==> src/cgc_pkg.sv <==
package cgc_pkg;

  localparam int unsigned MAX_NODES    = 1024;
  localparam int unsigned MAX_CLUSTERS = 64;
  localparam int unsigned NODE_AW      = $clog2(MAX_NODES);
  localparam int unsigned CLU_W        = $clog2(MAX_CLUSTERS);
  localparam int unsigned PAIR_AW      = 2 * CLU_W;
  localparam int unsigned PAIR_DEPTH   = MAX_CLUSTERS * MAX_CLUSTERS;
  localparam int unsigned CC_W         = 7;
  localparam int unsigned CNT_W        = 11;
  localparam int unsigned WGT_W        = 64;
  localparam logic [CC_W-1:0]  CC_RESET  = 7'd64;
  localparam logic [CNT_W-1:0] CNT_MAX   = 11'd2047;

  typedef enum logic [1:0] {
    OP_MAP = 2'd0,
    OP_ARC = 2'd1,
    OP_QRY = 2'd2
  } op_t;

  typedef enum logic [1:0] {
    ST_OK    = 2'd0,
    ST_RANGE = 2'd1,
    ST_SAME  = 2'd2
  } status_t;

  typedef enum logic [3:0] {
    S_CLEAR = 4'b0001,
    S_IDLE  = 4'b0010,
    S_LOOK  = 4'b0100,
    S_RMW   = 4'b1000
  } state_t;

  typedef struct packed {
    logic [1:0]        opcode;
    logic [9:0]        first_node;
    logic [9:0]        second_node;
    logic [5:0]        cluster_id;
    logic signed [31:0] arc_weight;
    logic [5:0]        query_from;
    logic [5:0]        query_to;
  } item_t;

  typedef struct packed {
    logic [1:0]              status;
    logic signed [WGT_W-1:0] weight_forward;
    logic signed [WGT_W-1:0] weight_reverse;
    logic                    pair_present;
    logic [CNT_W-1:0]        pair_total;
    logic [CNT_W-1:0]        from_node_total;
    logic [CNT_W-1:0]        to_node_total;
  } result_t;

  // Controller to datapath.
  typedef struct packed {
    logic               accept;    // latch item, launch first memory reads
    logic               look_fin;  // finish item after lookup, load result
    logic               arc_rd;    // read pair accumulator for an arc
    logic               rmw_fin;   // write back accumulator, load result
    logic               clr_en;    // clearing pass write
    logic [PAIR_AW-1:0] clr_addr;
  } cmd_t;

  // Datapath to controller.
  typedef struct packed {
    logic [1:0] opcode;
    logic       arc_ok;
  } sts_t;

  function automatic logic [CNT_W-1:0] sat_inc(input logic [CNT_W-1:0] v);
    sat_inc = (v == CNT_MAX) ? CNT_MAX : v + 1'b1;
  endfunction

  function automatic logic clu_bad(input logic [CLU_W-1:0] id, input logic [CC_W-1:0] cc);
    clu_bad = ({{(CC_W-CLU_W){1'b0}}, id} >= cc);
  endfunction

endpackage

==> src/cgc_ctrl.sv <==
module cgc_ctrl (
  input  logic          clk,
  input  logic          rst_n,
  input  logic          in_fire,
  output logic          in_ready,
  input  logic          out_tready,
  output logic          out_valid,
  input  cgc_pkg::sts_t sts,
  output cgc_pkg::cmd_t cmd
);
  import cgc_pkg::*;

  state_t             state_r, state_nxt;
  logic [PAIR_AW-1:0] clr_addr_r, clr_addr_nxt;
  logic               out_valid_r, out_valid_nxt;
  logic               out_free;

  assign out_free  = !out_valid_r || out_tready;
  assign in_ready  = (state_r == S_IDLE);
  assign out_valid = out_valid_r;

  always_comb begin
    state_nxt    = state_r;
    clr_addr_nxt = clr_addr_r;
    cmd          = '0;
    cmd.clr_addr = clr_addr_r;
    cmd.accept   = in_fire;
    unique case (state_r)
      S_CLEAR: begin
        cmd.clr_en   = 1'b1;
        clr_addr_nxt = clr_addr_r + 1'b1;
        if (clr_addr_r == PAIR_AW'(PAIR_DEPTH - 1)) begin
          state_nxt = S_IDLE;
        end
      end
      S_IDLE: begin
        if (in_fire) begin
          state_nxt = S_LOOK;
        end
      end
      S_LOOK: begin
        if (sts.arc_ok) begin
          cmd.arc_rd = 1'b1;
          state_nxt  = S_RMW;
        end else if (out_free) begin
          cmd.look_fin = 1'b1;
          state_nxt    = S_IDLE;
        end
      end
      S_RMW: begin
        if (out_free) begin
          cmd.rmw_fin = 1'b1;
          state_nxt   = S_IDLE;
        end
      end
      default: state_nxt = S_CLEAR;
    endcase
  end

  always_comb begin
    out_valid_nxt = out_valid_r;
    if (out_tready) begin
      out_valid_nxt = 1'b0;
    end
    if (cmd.look_fin || cmd.rmw_fin) begin
      out_valid_nxt = 1'b1;
    end
  end

  always_ff @(posedge clk) begin
    if (!rst_n) begin
      state_r     <= S_CLEAR;
      clr_addr_r  <= '0;
      out_valid_r <= 1'b0;
    end else begin
      state_r     <= state_nxt;
      clr_addr_r  <= clr_addr_nxt;
      out_valid_r <= out_valid_nxt;
    end
  end

  // A result is only loaded when the output register is free or draining.
  a_fin_free: assert property (@(posedge clk) disable iff (!rst_n)
    (cmd.look_fin || cmd.rmw_fin) |-> out_free)
    else $error("result loaded over a waiting result");

  a_no_accept_clear: assert property (@(posedge clk) disable iff (!rst_n)
    cmd.clr_en |-> !in_fire)
    else $error("item accepted during clearing pass");

  a_rmw_entry: assert property (@(posedge clk) disable iff (!rst_n)
    (state_r == S_RMW) |-> ($past(cmd.arc_rd) || $past(state_r == S_RMW)))
    else $error("accumulator update without a pair read");

  a_arc_only: assert property (@(posedge clk) disable iff (!rst_n)
    cmd.arc_rd |-> (sts.opcode == OP_ARC))
    else $error("pair read issued for a non-arc item");

endmodule

==> config.mk <==
export PLATFORM = sky130hd
export DESIGN_NAME = cgc_ctrl
export DESIGN_NICKNAME = d
export VERILOG_FILES = /design/src/cgc_pkg.sv /design/src/cgc_ctrl.sv
export SDC_FILE = /design/constraint.sdc
export NUM_CORES = 1
export LEC_CHECK = 0
export BUFFER_PORTS_ARGS = -buffer_cell sky130_fd_sc_hd__buf_2
export CORE_MARGIN = 1.5
export CORE_UTILIZATION = 44
export DETAILED_ROUTE_END_ITERATION = 16
export GPL_TIMING_DRIVEN = 1
export PLACE_DENSITY = 0.79
export SYNTH_ARGS = -nofsm -noshare
export SYNTH_HDL_FRONTEND = slang
export SYNTH_SLANG_ARGS = --single-unit
==> constraint.sdc <==
create_clock -name clk -period 1.9 [get_ports clk]
set_clock_uncertainty 0.1 [all_clocks]
set_input_delay 0.285 -clock clk [delete_from_list [all_inputs] [get_ports clk]]
set_output_delay 0.285 -clock clk [all_outputs]
set_load 0.02 [all_outputs]
Word-level counts from Yosys, hierarchy flattened
Index checks and enable logic that the tools add are counted.
{"block": "word_totals", "register_bits": 17, "input_bits": 7, "out_inout_bits": 19}
{"block": "classes", "muxes": 13, "eq_ne": 7, "reduce_logical": 5, "addsub": 1}
{"cell": "$mux 4", "n": 4}
{"cell": "$pmux 4 s4", "n": 1}
{"cell": "$add 12x1->12 const B", "n": 1}
{"cell": "$eq 12x12->1 const B", "n": 1}
{"cell": "$mux 1", "n": 7}
{"cell": "$eq 4x1->1 const B", "n": 1}
{"cell": "$eq 4x2->1 const B", "n": 1}
{"cell": "$eq 4x3->1 const B", "n": 1}
{"cell": "$eq 4x4->1 const B", "n": 1}
{"cell": "$ne 2x2->1 const B", "n": 2}
{"cell": "$logic_or 1x1->1", "n": 2}
{"cell": "$mux 2", "n": 1}
{"cell": "$reduce_and 2->1", "n": 1}
{"cell": "$reduce_bool 2->1", "n": 1}
{"cell": "$logic_not 1->1", "n": 1}

Depth between registers and ports, before layout
Gate-level depths: netlist of run 1.
{"block": "logic_depth", "depth_word": 7, "mapped_depth": 6}

Worst setup path after synthesis of run 1
OpenSTA, ideal clock, no wires.
{"block": "synth_timing", "path_kind": "flip-flop to flip-flop", "startpoint": "register state_r[1]", "endpoint": "register state_r[1]", "synth_period_minus_slack_ns": 1.783, "arrival_time_ns": 1.624, "path_stages_with_launch": 4, "path_buffers": 0, "path_slack_ns": 0.117, "t_required_ns": 1.741, "path_cell_list": "dfxtp_1 -> nor4b_1 -> nor2b_1 -> o311a_1"}
{"block": "synth_between", "elab_chain_len": 3}
{"item": "from (decl)", "line": "cgc_ctrl.sv:13", "source": "state_t state_r, state_nxt;"}
{"item": "from (signal assigned)", "line": "cgc_ctrl.sv:76", "source": "state_r <= state_nxt;"}
{"item": "$eq 4x2->1 (*)"}
{"item": "via in_ready", "line": "cgc_ctrl.sv:5", "source": "output logic in_ready,"}
{"item": "$ne 2x2->1 (no source line)"}
{"item": "$reduce_and 2->1 (no source line)"}
The timed path passes the listed nets; every way through them passes the cells marked *.
A chain may end at the register's enable or synchronous reset.

==> results.md, run 1 <==
* Status: completed
* R2R Setup Slk at 0.17 ns
* FILL cells at 176
* Final period util at 96.8%
* P_leak at 0.000479 uW
* Finished Core Util at 59.7%
* Hold-fix buffers, CTS at 0
* Clk_lat worst skew at 0.28 ns
* Setup CP Type: flip-flop to primary output
* Total GRT Usage at 17.6%
* Int Pwr at 461 uW
* DR vias at 788
* GP Congestion at 0.688
* 1st-pass router iterations at 4
* Setup ws final at 0.0600 ns
* Critical path depth at 3
* Max Fclk at 0.543 GHz
* Hold Crit Class: input pin to flip-flop
* Worst Path Required at 1.51 ns
* CTS Buf Count at 3
* Vias in the first global route at 675
* Count of final hold-check violations at 0
* Power Dens Cells at 550 nW/um^2
* Antenna violations before repair at 0
* CP Max Fanout at 9
* Residual DRC count at 0
* Die area at 2260 um^2
* Die width at 47.6 um
* Detail Route Antenna Nets at 0
* Cell Chain, Critical Path: or4b_4, clkinv_4, buf_4
* Yosys top cell by area: dfxtp_1
* Avg Vias per Cell at 5.18
* Pre-CTS setup slack at 0.0775 ns
* Clk pin slew, worst setup/hold paths at 0.09 ns
* Crit path capture type: primary output
* Final setup fails at 0
* Worst vdd ir at 0.000386 V
* Buffers on Ports at 23
* Design area at 1080 um^2
* Initial DRC count at 11
* Hold Slack at 0.179 ns
* Area delta synth->final at 23.0%
* Setup repair bufs after CTS at 0
* Area contributors post-synth: dfxtp_1 39%, nand2_1 5.6%, and2_1 5.0%, xnor2_1 5.0%, xor2_1 3.0%
* # rows at 15
* Max clock buf depth at 2
* Avg Inst Size Synth at 8.83 um^2
* Nets at 136
* P_sw at 131 uW
* Seq pwr share at 61.9%
* First-pass GRT wire length at 2.77 mm
* WL final at 1.73 mm
* Placed cell area at 1030 um^2
* Setup TNS at 0 ns
* Reg2reg path depth at 4
* R2r startpoint: state_r[3]$_SDFFE_PN0P_
* Initial cell density of the core at 48.5%
* Sequential share of the synthesized area at 38.9%
* Crit path max-delay cell type: or4b_4
* Final number of max-transition violations at 0
* Tightest Pin Transition at 0.290 ns
* CTS Sinks at 17
* Fin crit period at 1.84 ns
* Worst rel slew slack at 80.5%
* Die height at 47.6 um
* Critical path launch point type: flip-flop
* Ys Warns at 0
* Wire per inst at 11.4 um
* Layout cell share with drive strength beyond 1 at 30.7%
* Clock root buffer: clkbuf_4
* Worst R2R End: clr_addr_r[3]$_SDFFE_PN0P_
* Critical path destination: cmd[12]
* Worst setup path start: state_r[3]$_SDFFE_PN0P_
* CTS tree: done
* Family with the most delay on the worst path: simple AND/OR/NAND/NOR gates
* Worst path bufs/invs at 2
* Post-synthesis net count at 107
* H-tree Lvls at 1
* Critical Path Max Stage Delay at 0.59 ns
* Area share of the largest cell type after synthesis at 38.9%
* Mapped Cells at 99
* Core area at 1800 um^2
* Synth unique cells at 38
* #FFs+latches synth at 17
* Gate power share at 7.2%
* GR Overflow Total at 0
* Sw Ratio at 22.1%
* Synthesized area at 875 um^2
* Antenna fix cells at 0
* Total of max-cap violations at 0
* Clock Power Share at 30.9%
* I/O pin cnt at 26
* Critical path data arrival time at 1.45 ns
* Post-DP HPWL at 1.30 mm
* Largest net degree at the start of global routing at 20
metal layers:
metal	share of wire (%)	track usage, %	wire length (um)	vias to the layer above
met3	3.1	2.26	54	2
met5	0	0	0	-
met4	0.75	8.11	13	0
li1	-	-	-	400
met1	47	24.5	819	374
met2	49	27.0	844	12
area by class of cell:
type	instances	area, um^2	share of cell area (%)
Timing Repair Buffer	29	165	15.3
Sequential cell	17	340	31.6
Multi-Input combinational cell	75	500	46.5
Tap cell	25	31.3	2.91
Inverter	2	12.5	1.16
Clock buffer	4	26.3	2.44
cell families after synthesis:
| family | share of synthesized area (%) |
|---|---|
| AO/OA/AOI/OAI | 9.44 |
| XOR/XNOR | 8.01 |
| adder cells (fa/ha/maj) | 1.43 |
| buffers and inverters | 5.29 |
| flip-flops | 38.9 |
| multiplexers | 2.29 |
| AND/OR/NAND/NOR | 34.6 |
power by group through the flow:
stage                     Sequential, uW  Clock (uW)  Combinational [uW]
after detailed placement             375           0                42.9
after floorplan                      381           0                23.5
final                                366         183                42.5
after global routing                 368         216                47.9
after global placement               374           0                41.6
after CTS                            366         194                43.0
cell usage after synthesis (all sizes together):
cell and number:
clkinv 1, xor2 3, o21ai 5, o311a 1, or2b 1, or3 2
nand3 3, a21boi 4, nor2b 2, nand3b 1, and4 1, nor4 3
or4b 1, or3b 1, and2 7, and3 3, buf 4, a21oi 2
xnor2 5, nor2 3, nand4 4, mux2i 2, inv 1, nand2 13
o211ai 1, clkbuf 1, dfxtp 17, ha 1, nor4b 1, nand2b 3
nor3 2
tightest hold or removal path, stage by stage:
cell and delay [ns]:
buf_2 0.10, a21oi_1 0.06, nor2b_1 0.09
what timing repair did:
item                                    4_1_cts  5_1_grt
hold endpoints to repair                      0        0
resized for setup                             1        4
endpoints found under the setup margin        1        3
registers in the layout, indices dropped and copies added, names as in the netlist:
signal      cells
clr_addr_r     12
state_r         4
out_valid       1
cell usage in the layout (no fill, tap or decap), drive strengths merged:
cell and n:
ha 1, nor3 2, o21ai 5, and3 3
clkbuf 4, or3b 1, mux2i 2, nor4 3
nand2b 3, a21boi 4, xor2 3, xnor2 5
or3 2, and2 7, and4 1, nor2b 2
or4b 1, nand3 3, nor4b 1, o211ai 1
inv 1, buf 29, a21oi 2, nor2 3
nand2 13, clkinv 1, or2b 1, dfxtp 17
o311a 1, nand3b 1, nand4 4
how the worst min path moves through the flow:
stage	startpoint	to	slack, ns	cells after the start
global route	in_fire	state_r[2]$_SDFFE_PN0P_	0.21	3
finish	in_fire	state_r[2]$_SDFFE_PN0P_	0.18	3
CTS	in_fire	state_r[2]$_SDFFE_PN0P_	0.17	3
detailed placement	clr_addr_r[11]$_SDFFE_PN0P_	clr_addr_r[11]$_SDFFE_PN0P_	0.39	2
floorplan	in_fire	state_r[2]$_SDFFE_PN0P_	0.35	2
global placement	clr_addr_r[11]$_SDFFE_PN0P_	clr_addr_r[11]$_SDFFE_PN0P_	0.38	2
through the flow:
| stage | total power [uW] | instances |
|---|---|---|
| after floorplan | 404 | 99 |
| after global placement | 416 | 148 |
| after detailed placement | 418 | 148 |
| after CTS | 604 | 152 |
| after global routing | 632 | 152 |
| final | 592 | 152 |
No activity file was read; power rests on OpenSTA's default activity.
==> inputs of run 2 (changes only) <==
--- a/config.mk
+++ b/config.mk
@@ -7,10 +7,11 @@
 export LEC_CHECK = 0
 export BUFFER_PORTS_ARGS = -buffer_cell sky130_fd_sc_hd__buf_2
 export CORE_MARGIN = 1.5
-export CORE_UTILIZATION = 44
+export CORE_UTILIZATION = 47
+export CTS_BUF_LIST = sky130_fd_sc_hd__clkbuf_2 sky130_fd_sc_hd__clkbuf_4 sky130_fd_sc_hd__clkbuf_8
 export DETAILED_ROUTE_END_ITERATION = 16
 export GPL_TIMING_DRIVEN = 1
-export PLACE_DENSITY = 0.79
+export PLACE_DENSITY = 0.83
 export SYNTH_ARGS = -nofsm -noshare
 export SYNTH_HDL_FRONTEND = slang
 export SYNTH_SLANG_ARGS = --single-unit
==> run 2 against run 1 <==
Compared with the run above: utilization grew 2.6 points; sequential share of layout area is 0.25 points lower; die area fell by 6.0%; worst hold slack got worse by 0.0058 ns; sequential power hardly changed; first-iteration DRC count is 64% higher; count of clock-buffer cells in the layout did not move; design area up 1.2%.
==> results.md, run 2 (same netlist as run 1, synthesis figures left out) <==
* Largest net degree at the start of global routing at 20
* Final period util at 97.8%
* H-tree Lvls at 1
* 1st-pass router iterations at 4
* Clock root buffer: clkbuf_4
* Design area at 1090 um^2
* CTS Buf Count at 3
* Reg2reg path depth at 5
* Power Dens Cells at 563 nW/um^2
* CTS tree: done
* R2R Setup Slk at 0.13 ns
* Critical path destination: cmd[12]
* Worst vdd ir at 0.000519 V
* Die width at 46.1 um
* Initial cell density of the core at 50.1%
* Antenna violations before repair at 0
* Worst setup path start: state_r[2]$_SDFFE_PN0P_
* Post-DP HPWL at 1.30 mm
* Avg Vias per Cell at 5.09
* Critical path launch point type: flip-flop
* Total of max-cap violations at 0
* Placed cell area at 1030 um^2
* Hold-fix buffers, CTS at 0
* I/O pin cnt at 26
* Max clock buf depth at 2
* Crit path capture type: primary output
* Critical path depth at 3
* Largest register FFs at 12
* Area delta synth->final at 24.5%
* R2r startpoint: state_r[2]$_SDFFE_PN0P_
* Worst R2R End: clr_addr_r[5]$_SDFFE_PN0P_
* Hold Crit Class: input pin to flip-flop
* Vias in the first global route at 656
* Die area at 2130 um^2
* Max Fclk at 0.538 GHz
* Residual DRC count at 0
* Tightest Pin Transition at 0.300 ns
* Count of final hold-check violations at 0
* Clk pin slew, worst setup/hold paths at 0.09 ns
* Family with the most delay on the worst path: simple AND/OR/NAND/NOR gates
* Buffers on Ports at 23
* Commonest non-fill, non-tap cell in the layout: buf_2
* Top reg by flops: clr_addr_r
* Fin crit period at 1.86 ns
* CTS Sinks at 17
* Die height at 46.1 um
* Wire per inst at 11.4 um
* Total GRT Usage at 19.3%
* Critical path data arrival time at 1.47 ns
* Final number of max-transition violations at 0
* GP Congestion at 0.741
* Critical Path Max Stage Delay at 0.59 ns
* WL final at 1.74 mm
* CP Max Fanout at 9
* # rows at 15
* Setup TNS at 0 ns
* Crit path max-delay cell type: or4b_4
* Layout cell share with drive strength beyond 1 at 32.8%
* Status: completed
* Setup CP Type: flip-flop to primary output
* Worst rel slew slack at 79.8%
* Final setup fails at 0
* Antenna fix cells at 0
* RSZ-0062 raised after global routing: false
* Clk_lat worst skew at 0.29 ns
* P_leak at 0.000489 uW
* DR vias at 779
* First-pass GRT wire length at 2.86 mm
* Nets at 137
* Most frequent cells in the layout: 21 x buf_2, 16 x dfxtp_1, 13 x nand2_1
* Detail Route Antenna Nets at 0
* Worst Path Required at 1.51 ns
* Initial DRC count at 18
* Cell Chain, Critical Path: or4b_4, clkinv_4, buf_4
* Core area at 1750 um^2
* Worst path bufs/invs at 2
* GR Overflow Total at 0
[run 2: metal layers]
metal / track usage [%] / wire length [um] / vias to the layer above
met5: 0 / 0 / -
met4: 9.14 / 36 / 0
met3: 6.27 / 76 / 4
li1: - / - / 405
met2: 29.7 / 800 / 18
met1: 24.3 / 829 / 352
[run 2: layout make-up]
class	instances	area, um^2
Tap cell	25	31.3
Clock buffer	4	30.0
Multi-Input combinational cell	75	500
Fill cell	169	657
Timing Repair Buffer	30	173
Inverter	2	12.5
Sequential cell	17	342
[run 2: where the power goes]
part	internal, uW	total (uW)	switching, uW	leakage (uW)
registers	361	367	5.10	0.000138
logic	17.8	42.9	25.1	0.000332
clock network	96.1	203	107	0.0000184
total	475	613	137	0.000489
[run 2: how the worst min path moves through the flow]
stage,depth (start not counted),from,end,slack (ns)
2_1_floorplan,2,in_fire,state_r[2]$_SDFFE_PN0P_,0.35
3_3_place_gp,2,clr_addr_r[11]$_SDFFE_PN0P_,clr_addr_r[11]$_SDFFE_PN0P_,0.37
3_5_place_dp,2,clr_addr_r[10]$_SDFFE_PN0P_,clr_addr_r[10]$_SDFFE_PN0P_,0.39
4_1_cts,3,in_fire,state_r[2]$_SDFFE_PN0P_,0.17
5_1_grt,3,in_fire,state_r[2]$_SDFFE_PN0P_,0.19
6_report,3,in_fire,state_r[2]$_SDFFE_PN0P_,0.17
[run 2: through the flow]
step | std cells | hold WS, ns | total power [uW] | utilization (%) | setup WS, ns
floorplan | 99 | 0.348 | 404 | - | 0.117
global placement | 148 | 0.375 | 416 | 59.1 | 0.113
detailed placement | 148 | 0.392 | 418 | 59.1 | 0.0953
CTS | 152 | 0.172 | 619 | 61.1 | 0.0311
global route | 153 | 0.189 | 641 | 62.4 | 0.00915
finish | 153 | 0.173 | 613 | 62.4 | 0.0426
[run 2: tightest hold or removal path, cell delays in order]
cell and delay, ns:
buf_2 0.10, a21oi_1 0.06, nor2b_1 0.09
[run 2: repair_timing]
item | CTS | global route
endpoints found under the hold margin | 0 | 0
pin swaps | 0 | 1
buffers inserted | 0 | 1
endpoints found under the setup margin | 1 | 3
resized for setup | 1 | 5
